**config.mk**
```make
export PLATFORM = sky130hd
export DESIGN_NAME = dsd_front
export DESIGN_NICKNAME = d
export VERILOG_FILES = /design/src/hw/rtl/dsd_pkg.sv /design/src/hw/rtl/dsd_front.sv
export SDC_FILE = /design/constraint.sdc
export NUM_CORES = 1
export LEC_CHECK = 0
export ABC_AREA = 1
export BUFFER_PORTS_ARGS = -buffer_cell sky130_fd_sc_hd__buf_2
export CAP_MARGIN = 30
export CORE_ASPECT_RATIO = 1.75
export CORE_MARGIN = 8
export CORE_UTILIZATION = 56
export DETAILED_ROUTE_END_ITERATION = 7
export PLACE_DENSITY_LB_ADDON = 0.15
export RECOVER_POWER = 25
export REMOVE_ABC_BUFFERS = 1
export SLEW_MARGIN = 20
export SYNTH_ARGS = -nofsm -noshare
export SYNTH_HDL_FRONTEND = slang
export SYNTH_SLANG_ARGS = --single-unit
```
**constraint.sdc**
```tcl
create_clock -name clk -period 7 [get_ports clk]
set_input_delay 1.75 -clock clk [delete_from_list [all_inputs] [get_ports clk]]
set_output_delay 1.75 -clock clk [all_outputs]
set_load 0.1 [all_outputs]
```
**src/hw/rtl/dsd_pkg.sv**
```systemverilog
// shared types and constants of the shortest-distance engine
// no dependencies
package dsd_pkg;

  localparam int NODE_FW   = 5;
  localparam int WEIGHT_W  = 16;
  localparam int DIST_W    = 22;
  localparam int CFG_W     = 6;
  localparam int STATUS_W  = 2;

  localparam logic [WEIGHT_W-1:0] NO_EDGE          = '1;
  localparam logic [DIST_W-1:0]   DIST_MAX         = '1;
  localparam logic [CFG_W-1:0]    NODE_COUNT_RESET = 6'd32;

  localparam logic OP_ADD   = 1'b0;
  localparam logic OP_QUERY = 1'b1;

  localparam logic [STATUS_W-1:0] ST_OK      = 2'd0;
  localparam logic [STATUS_W-1:0] ST_UNREACH = 2'd1;
  localparam logic [STATUS_W-1:0] ST_RANGE   = 2'd2;

  typedef struct packed {
    logic                operation;
    logic [NODE_FW-1:0]  first_node;
    logic [NODE_FW-1:0]  second_node;
    logic [WEIGHT_W-1:0] edge_weight;
  } in_item_t;

  typedef struct packed {
    logic [STATUS_W-1:0] status;
    logic [DIST_W-1:0]   distance;
  } out_item_t;

  typedef enum logic [1:0] {
    K_ADD   = 2'd0,
    K_QUERY = 2'd1,
    K_ERROR = 2'd2
  } kind_t;

  typedef struct packed {
    kind_t               kind;
    logic [NODE_FW-1:0]  node_a;
    logic [NODE_FW-1:0]  node_b;
    logic [WEIGHT_W-1:0] weight;
  } cmd_t;

endpackage

```
**src/hw/rtl/dsd_front.sv**
```systemverilog
// front end: accepts items, range-checks them and queues commands
// depends on dsd_pkg
module dsd_front import dsd_pkg::*; #(
  parameter int CNT_W = 6
) (
  input  logic             clk,
  input  logic             rst,
  input  logic             hold,
  input  logic [CNT_W-1:0] n_eff,
  input  logic             push,
  input  in_item_t         item,
  output logic             full,
  output logic             cmd_valid,
  input  logic             cmd_ready,
  output cmd_t             cmd
);

  localparam int Q_DEPTH = 2;
  localparam int CW = (CNT_W > NODE_FW) ? CNT_W : NODE_FW;

  cmd_t       q [Q_DEPTH];
  logic       wp;
  logic       rp;
  logic [1:0] cnt;
  logic       do_push;
  logic       do_pop;
  logic       bad_node;
  cmd_t       cmd_in;

  assign full      = hold || (cnt == 2'(Q_DEPTH));
  assign cmd_valid = (cnt != 2'd0);
  assign cmd       = q[rp];
  assign do_push   = push && !full;
  assign do_pop    = cmd_valid && cmd_ready;

  assign bad_node = (CW'(item.first_node) >= CW'(n_eff)) ||
                    (CW'(item.second_node) >= CW'(n_eff));

  always_comb begin
    cmd_in.node_a = item.first_node;
    cmd_in.node_b = item.second_node;
    cmd_in.weight = item.edge_weight;
    if (bad_node) begin
      cmd_in.kind = K_ERROR;
    end else if (item.operation == OP_ADD) begin
      cmd_in.kind = K_ADD;
    end else begin
      cmd_in.kind = K_QUERY;
    end
  end

  always_ff @(posedge clk) begin
    if (do_push) begin
      q[wp] <= cmd_in;
    end
  end

  always_ff @(posedge clk) begin
    if (rst) begin
      wp  <= 1'b0;
      rp  <= 1'b0;
      cnt <= 2'd0;
    end else begin
      if (do_push) begin
        wp <= ~wp;
      end
      if (do_pop) begin
        rp <= ~rp;
      end
      if (do_push && !do_pop) begin
        cnt <= cnt + 2'd1;
      end else if (do_pop && !do_push) begin
        cnt <= cnt - 2'd1;
      end
    end
  end

endmodule

```
# Word-level counts from Yosys, hierarchy flattened

Memories as Yosys holds them, arrays and structs flattened. A register that Yosys moved wholly into a read port is not among the register bits.
Cells that the tools add are included.

$add $sub $neg: 2
Magnitude comparators: 2
Equality and inequality tests: 1
Multiplexer cells: 8
Bitwise operators: 2
Reductions and logical operators: 11

Operators by type and width:

| kind                  | number |
|---|---|
| $ge A5 B6 Y1          | 2 |
| $mux W2               | 3 |
| $mux W1               | 5 |
| $logic_and A1 B1 Y1   | 4 |
| $reduce_bool A2 Y1    | 2 |
| $logic_not A1 Y1      | 3 |
| $add A2 B1 Y2 const B | 1 |
| $eq A2 B2 Y1 const B  | 1 |
| $logic_or A1 B1 Y1    | 2 |
| $not A1 Y1            | 2 |
| $sub A2 B1 Y2 const B | 1 |

Register bits: 4
RAM bits: 56
Input bits: 38
Output and inout bits: 30
Logic and storage cells: 30
Memories kept: 1

Memories:

| name | depth | width | read ports | clocked after Yosys merged registers in | wr ports | RTL line        | source |
|---|---|---|---|---|---|---|---|
| q    | 2     | 28    | 1          | 1                                       | 1        | dsd_front.sv:21 | `cmd_t q [Q_DEPTH];` |

# Longest topological paths before layout

Gate-level depths: netlist (run 1).

Word-level depth: 8
Gate-level depth with buffers: 10
Gate-level depth less buffers: 10

# Worst setup path after synthesis (run 1)

No wires, ideal clock.

Path type: input to output
Start point: input hold
End point: output full
Data arrival time: 2.423 ns
Required time: 5.250 ns
Setup slack: 2.827 ns
Stages: 2
Path buffers: 0
Cell sequence: inv_1 -> nand2_1

Longest elaborated chain between the ends: 1

Ends and longest elaborated chain:

| element            | RTL line        | source |
|---|---|---|
| start, declared    | dsd_front.sv:8  | `input logic hold,` |
| $logic_or A1 B1 Y1 | dsd_front.sv:30 | `assign full = hold \|\| (cnt == 2'(Q_DEPTH));` |
| end, declared      | dsd_front.sv:12 | `output logic full,` |

Every way passes these cells.

# Final worst setup path (run 1)

Ends and elaborated chain as after synthesis.

==> results.cfg, run 1 <==
[yosys]
synth_mux_area_share_pct = 12.3
yosysUniqueCellTypes = 17
synth-seq-area-share_pct = 69.3
syn_area_per_cell_sq_um = 14.9
synthAdderAreaFrac_pct = 5.36
yosys_warnings = 0
ys_ff_latch = 61
synthCells = 173
synth_xor_area_share_pct = 0
synth_top_family_by_area = multiplexers
synthSimpleGateAreaFrac_pct = 7.59
synth_compound_area_share_pct = 0.779
syn_area_sq_um = 2570

[worst_setup_path]
cp-end-kind = output port
path_max_fanout = 2
cp.arrival_ns = 2.33
worst_ep_required_time_ns = 5.25
path_class = input port to output port
start_kind = input port

[flow_run]
maxCapViolCount = 0

[routing]
detail-route-antenna-nets = 0
remaining_drc_errors = 0
vias_per_cell = 4.97
first_pass_iters = 4
vias = 1527
dr.first_iter.drc_count = 44
wire_per_inst_microns = 15.1
wirelength_microns = 4640

[die]
ios = 68
die_area_sq_um = 7100
die_w_microns = 67.2
num_rows = 32
die_y_microns = 106
start_util_pct = 58.4
core_sq_um = 4400

[place]
dp_slack_ns = 2.91
dp_hpwl_microns = 3450
numPortBuffers = 67
globalplace.congestion = 0.754

[power_and_ir_drop]
clkPwrFrac_pct = 22.0
power_leakage_uw = 0.00129
ir_drop_mv = 0.312
p_sw_share_pct = 42.5
seqPwrFrac_pct = 39.1
power_frac_comb_pct = 38.9
p_sw_uw = 476
p_int_uw = 644
p_per_area_nw_per_um2 = 361

[layout]
fillers = 332
final_nets = 300
drive_gt1_share_pct = 38.7
diodes = 0
syn_to_final_growth_pct = 20.7

[global_route]
grt_pass1_wl_microns = 7310
antenna_found_initial = 0
overflow = 0
grt_pass1_vias = 1663
grt_max_degree = 29
grt_use_total_pct = 13.8

[clock_network]
cts_htree_levels = 3
post-cts-setup-buffers = 0
cts_resized = 0
clkLatencyLatePin_ns = 0.32
clkTransAtPathRegs_ns = 0.06
clock_path_buffers = 2
cts_tree = yes
cts_buffers = 9
ctsHoldBuffers = 0
clock-sinks = 61
cts-root-buf = clkbuf_8

[timing]
min_period_ns = 4.08
fin_setup_tns_ns = 0
hold_viol_final = 0
setup_viol = 0
worst_pin_slew_ns = 0.502
layout_setup_ws_ns = 2.92
relSlewSlack_pct = 66.7
fin_crit_sh_pct = 58.3
slew_violations = 0
skew_ns = 0.00350
fmax_ghz = 0.245
rsz0062_at_grt = no

[worst_hold_path]
min_path_type = flip-flop to flip-flop

[outcome]
status = finished, final reports clean
[synthesized netlist by cell type (all sizes together)]
| cell type | count | share of area (%) |
|---|---|---|
| a21oi | 3 | 0.58 |
| buf | 3 | 1.3 |
| dfxtp | 5 | 3.9 |
| edfxtp | 56 | 65 |
| ha | 11 | 5.4 |
| inv | 23 | 3.4 |
| mux2 | 28 | 12 |
| nand2 | 29 | 4.8 |
| nand3 | 3 | 0.58 |
| nor2 | 5 | 0.73 |
| nor3 | 2 | 0.39 |
| nor3b | 2 | 0.58 |
| o21ai | 1 | 0.19 |
| or2 | 2 | 0.49 |
[flip-flops by register name (all words and copies together) (netlist names), named ones only]
signal	cells
wp	1
rp	1
cnt	2
q	56
[cell usage in the layout (no fill, tap or decap), drive strengths merged, types with 2 or more instances in the layout]
cell type,netlist,routed
clkinv,0,2
nor3,2,2
nand3,3,3
mux2,28,28
nand2,29,29
nor3b,2,2
a21oi,3,3
dfxtp,5,5
clkbuf,0,25
inv,23,23
nor2,5,5
buf,3,59
edfxtp,56,56
or2,2,2
ha,11,11
[power by group through the flow]
stage	Combinational, uW	Sequential [uW]	Clock, uW
global route	456	440	266
CTS	442	438	253
floorplan	362	454	0
detailed placement	441	446	0
global placement	437	444	0
finish	436	438	246
[area by class of cell]
type,count,area [sq um],area share (%)
Clock buffer,14,143,4.60
Clock inverter,2,10.0,0.323
Inverter,23,86.3,2.78
Multi-Input combinational cell,86,673,21.7
Sequential cell,61,1780,57.4
Tap cell,51,63.8,2.06
Timing Repair Buffer,70,344,11.1
[critical path, stage by stage]
cell     delay [ns]
buf_2          0.08
inv_1          0.04
nand2_1        0.05
buf_2          0.41
[kinds of logic (layout without fill, tap and decap cells)]
kind of cell | after synthesis | in the layout
AO/OA/AOI/OAI | 4 | 4
AND/OR/NAND/NOR | 43 | 43
flip-flops | 61 | 61
multiplexers | 28 | 28
adder cells (fa/ha/maj) | 11 | 11
buffers and inverters | 26 | 109
[routing by layer]
layer,vias to the layer above,share of wire [%],GRT usage [%]
li1,767,-,-
met1,707,35,12.3
met2,46,56,25.0
met3,7,8.4,5.83
met4,0,1.3,6.62
met5,-,0,0
[worst paths after layout]
check                           cells after the start  slack (ns)        end    from
worst min-delay path                                2        0.49  flip-flop      rp
worst min register to register                      2        0.49  flip-flop      rp
worst max-delay path                                4        2.92       full    hold
worst max register to register                      5        5.18    q[0][3]  cnt[0]
[per-stage QoR]
step / hold slack (ns) / power (uW) / instance area, sq um / utilization, % / std cells
after global placement: 0.467 / 881 / 2960 / 67.3 / 291
after CTS: 0.491 / 1130 / 3120 / 70.7 / 307
after global routing: 0.515 / 1160 / 3100 / 70.4 / 307
after floorplan: 0.454 / 816 / 2540 / - / 170
after detailed placement: 0.479 / 886 / 2960 / 67.3 / 291
final: 0.487 / 1120 / 3100 / 70.4 / 307
Note: power is estimated with default switching activity, not from simulation.
==> inputs of run 2 (changes only) <==
CORE_UTILIZATION = 52   (was 56)
clock period = 4.2 ns   (was 7 ns; I/O delays follow)
==> run 2 against run 1 <==
Compared with the run above: clock power rose by 150%; hold slack worse by 0.0030 ns; critical endpoint is now cmd[5]; largest power group unchanged; cell count rose by 0.98%; die area is 6.2% higher; power increased by 85%; register-to-register slack got worse by 2.7 ns; critical path type is now flip-flop to output port; routed wire length fell by 1.9%; sequential power is 69% higher; clock skew rose by 0.0052 ns; design area up 2.9%; critical path depth fell by 1.
==> results.cfg, run 2 (synthesis gave the netlist of run 1 again) <==
[routing]
detail-route-antenna-nets = 0
vias = 1512
remaining_drc_errors = 0
wirelength_microns = 4550
wire_per_inst_microns = 14.7
vias_per_cell = 4.88
dr.first_iter.drc_count = 58
first_pass_iters = 3

[worst_setup_path]
cp-end-kind = output port
r2r-start = cnt[0]
start_kind = flip-flop
path_class = flip-flop to output port
reg2reg_depth = 5
worst_ep_required_time_ns = 3.15
cp.arrival_ns = 2.08
path_max_fanout = 15

[die]
core_sq_um = 4850
die_y_microns = 109
die_w_microns = 69.1
die_area_sq_um = 7540
start_util_pct = 53.0
ios = 68
num_rows = 34

[power_and_ir_drop]
power_leakage_uw = 0.00133
p_sw_uw = 814
power_uw = 2070
seqPwrFrac_pct = 35.8
clkPwrFrac_pct = 29.7
power_frac_comb_pct = 34.4
p_sw_share_pct = 39.4
p_per_area_nw_per_um2 = 647
p_int_uw = 1250
ir_drop_mv = 0.676

[timing]
skew_ns = 0.00866
slew_violations = 0
hold_viol_final = 0
fmax_ghz = 0.320
fin_crit_sh_pct = 74.4
relSlewSlack_pct = 57.3
fin_setup_tns_ns = 0
min_period_ns = 3.13
rsz0062_at_grt = no
worst_pin_slew_ns = 0.639
setup_viol = 0

[layout]
utilization_pct = 65.8
final_nets = 300
diodes = 0
syn_to_final_growth_pct = 24.2
largest_reg_flops = 56
final_cell_mix = 56 x buf_2, 56 x edfxtp_1, 27 x nand2_1
regMostFlops = q
design_area_sq_um = 3190
top_regs = q (56), cnt (2)
drive_gt1_share_pct = 40.2
instances_no_fill = 310

[clock_network]
cts_tree = yes
cts-root-buf = clkbuf_8
clock_path_buffers = 2
cts_resized = 0
clkLatencyLatePin_ns = 0.34
post-cts-setup-buffers = 0
clock-sinks = 61
clkTransAtPathRegs_ns = 0.06
cts_buffers = 9
ctsHoldBuffers = 0
cts_htree_levels = 3

[global_route]
grt_pass1_wl_microns = 7240
grt_pass1_vias = 1585
grt_use_total_pct = 12.7
antenna_found_initial = 0
overflow = 0
grt_max_degree = 29

[place]
globalplace.congestion = 0.723
dp_cells = 294
dp_hpwl_microns = 3360
numPortBuffers = 67
post_dp_cell_area_sq_um = 2970

[flow_run]
maxCapViolCount = 0

[worst_hold_path]
min-delay-start = rp
hold_path_depth = 2
min_path_type = flip-flop to flip-flop

[outcome]
status = finished, final reports clean
-- run 2: cell count changes in the layout (fill, tap and decap cells not counted) --
cell        previous run  this run
clkinv_2               2         1
clkbuf_1              16        12
clkinv_4               0         1
bufinv_16              0         3
clkinvlp_4             0         1
-- run 2: layout make-up --
| cell class | count | area (sq um) |
|---|---|---|
| fill | 409 | 1660 |
| clock buffer | 10 | 128 |
| inverter | 23 | 86.3 |
| timing repair buffer | 70 | 344 |
| clock inverter | 6 | 111 |
| tap | 54 | 67.6 |
| multi-input combinational | 86 | 673 |
| sequential | 61 | 1780 |
-- run 2: worst max-delay path: stages, from the launching register on --
cell and delay, ns:
dfxtp_1 0.73, buf_4 0.35, mux2_2 0.37, buf_2 0.29
-- run 2: worst paths after layout --
kind	endpoint	slack (ns)
min	rp	0.48
max reg2reg	q[1][25]	2.48
max	cmd[5]	1.07
min reg2reg	rp	0.48
-- run 2: metrics by stage --
step,worst slack (ns),hold WS (ns)
floorplan,1.32,0.454
global placement,1.42,0.470
detailed placement,1.39,0.476
CTS,1.01,0.484
global route,0.960,0.528
finish,1.07,0.484
-- run 2: power by group through the flow --
stage                     logic, uW  registers (uW)  clock network, uW
final                           712             741                614
after global routing            746             745                657
after CTS                       722             741                630
after detailed placement        721             754                  0
after global placement          717             752                  0
after floorplan                 603             756                  0
-- run 2: routing by layer --
layer | vias up | GRT usage (%) | share of wire [%]
met5 | - | 0 | 0
met4 | 0 | 7.51 | 2.4
met3 | 8 | 5.74 | 5.9
met2 | 43 | 22.1 | 54
met1 | 696 | 12.0 | 38
li1 | 765 | - | -
==> inputs of run 3 (changes only) <==
clock period = 3.1 ns   (was 4.2 ns; I/O delays follow)
==> run 3 against run 2 <==
Compared with the run above: worst setup slack worse by 0.33 ns; first-iteration DRC count decreased by 29%; highest routed layer unchanged; largest power group unchanged; sequential cell count unchanged.
==> results.cfg, run 3 (synthesis gave the netlist of run 1 again) <==
[power_and_ir_drop]
power_leakage_uw = 0.00131
clkPwrFrac_pct = 24.7
p_per_area_nw_per_um2 = 835
power_frac_comb_pct = 37.7
seqPwrFrac_pct = 37.7
p_sw_uw = 1090
p_int_uw = 1530
ir_drop_mv = 0.676
p_sw_share_pct = 41.5

[layout]
final_nets = 301
drive_gt1_share_pct = 39.7
regMostFlops = q
diodes = 0
final_cell_mix = 56 x buf_2, 56 x edfxtp_1, 27 x nand2_1
top_regs = q (56), cnt (2)
syn_to_final_growth_pct = 22.3
largest_reg_flops = 56

[die]
die_w_microns = 69.1
die_area_sq_um = 7540
ios = 68
num_rows = 34
start_util_pct = 53.0
core_sq_um = 4850
die_y_microns = 109

[routing]
detail-route-antenna-nets = 0
dr.first_iter.drc_count = 41
wire_per_inst_microns = 15.0
remaining_drc_errors = 0
vias = 1548
first_pass_iters = 4
vias_per_cell = 4.98
wirelength_microns = 4670

[timing]
relSlewSlack_pct = 66.4
holdWs_ns = 0.489
fin_crit_sh_pct = 75.8
worst_pin_slew_ns = 0.507
skew_ns = 0.00388
rsz0062_at_grt = no
setup_viol = 0
fmax_ghz = 0.425
slew_violations = 0
min_period_ns = 2.35
fin_setup_tns_ns = 0
hold_viol_final = 0

[worst_setup_path]
slowest_delay_ns = 0.37
worst_ep_required_time_ns = 2.32
path_max_fanout = 17
critPathTopFamily = buffers and inverters
cp.arrival_ns = 1.58
cp-end-kind = output port
path_cells = buf_4 -> mux2_2 -> buf_2
start_kind = flip-flop
path_class = flip-flop to output port
slowest_stage = mux2_2
critical_path_buf_inv_count = 2

[global_route]
antenna_found_initial = 0
grt_pass1_wl_microns = 7540
grt_pass1_vias = 1619
overflow = 0
grt_use_total_pct = 13.0
grt_max_degree = 29

[clock_network]
cts_buffers = 9
cts-root-buf = clkbuf_8
clock_path_buffers = 2
ctsHoldBuffers = 0
cts_htree_levels = 3
clkTransAtPathRegs_ns = 0.06
cts_tree = yes
clock-sinks = 61
post-cts-setup-buffers = 0
cts_resized = 0
clkLatencyLatePin_ns = 0.32

[place]
dp_hpwl_microns = 3450
globalplace.congestion = 0.761
numPortBuffers = 67

[outcome]
status = finished, final reports clean

[worst_hold_path]
min_path_type = flip-flop to flip-flop

[flow_run]
maxCapViolCount = 0
==> run 3: cell count changes in the layout (fill, tap and decap cells not counted), sizes merged <==
cell | previous run | this run
bufinv | 3 | 1
buf | 59 | 60
clkbuf | 21 | 22
clkinv | 2 | 3
==> run 3: path summary, 6_finish.rpt <==
check,cells after the start,slack (ns),start,endpoint
worst max register to register,5,1.57,cnt[0],q[1][19]
worst min register to register,2,0.49,rp,rp
worst max-delay path,3,0.75,flip-flop,cmd[18]
worst min-delay path,2,0.49,rp,rp
==> run 3: layout make-up <==
cell class                      count  area, sq um
Sequential cell                    61         1780
Fill cell                         428         1710
Multi-Input combinational cell     86          673
Timing Repair Buffer               71          352
Clock buffer                       11          131
Inverter                           23         86.3
Tap cell                           54         67.6
Clock inverter                      5         51.3
==> run 3: tightest hold or removal path, stage by stage (launching register included) <==
cell,delay (ns)
dfxtp_1,0.31
nand2_1,0.08
a21oi_1,0.06
==> run 3: power by group through the flow <==
stage	sequential, uW	combinational, uW	clock [uW]
6_report	988	988	648
4_1_cts	989	1000	663
2_1_floorplan	1020	818	0
5_1_grt	994	1030	708
3_5_place_dp	1010	1000	0
3_3_place_gp	1000	992	0
==> run 3: per-layer routing <==
layer | GRT usage [%] | vias up | wire length, microns
li1 | - | 764 | -
met1 | 13.0 | 734 | 1790
met2 | 22.8 | 46 | 2570
met3 | 5.74 | 4 | 266
met4 | 5.74 | 0 | 43
met5 | 0 | - | 0
==> run 3: metrics by stage <==
stage          power (uW)  std cells  cell area (sq um)  worst slack [ns]  util, %
2_1_floorplan        1840        170               2540             0.495        -
3_3_place_gp         1990        295               2970             0.975     61.3
3_5_place_dp         2010        295               2970             0.964     61.3
4_1_cts              2660        311               3160             0.709     65.1
5_1_grt              2730        311               3140             0.675     64.8
6_report             2630        311               3140             0.749     64.8
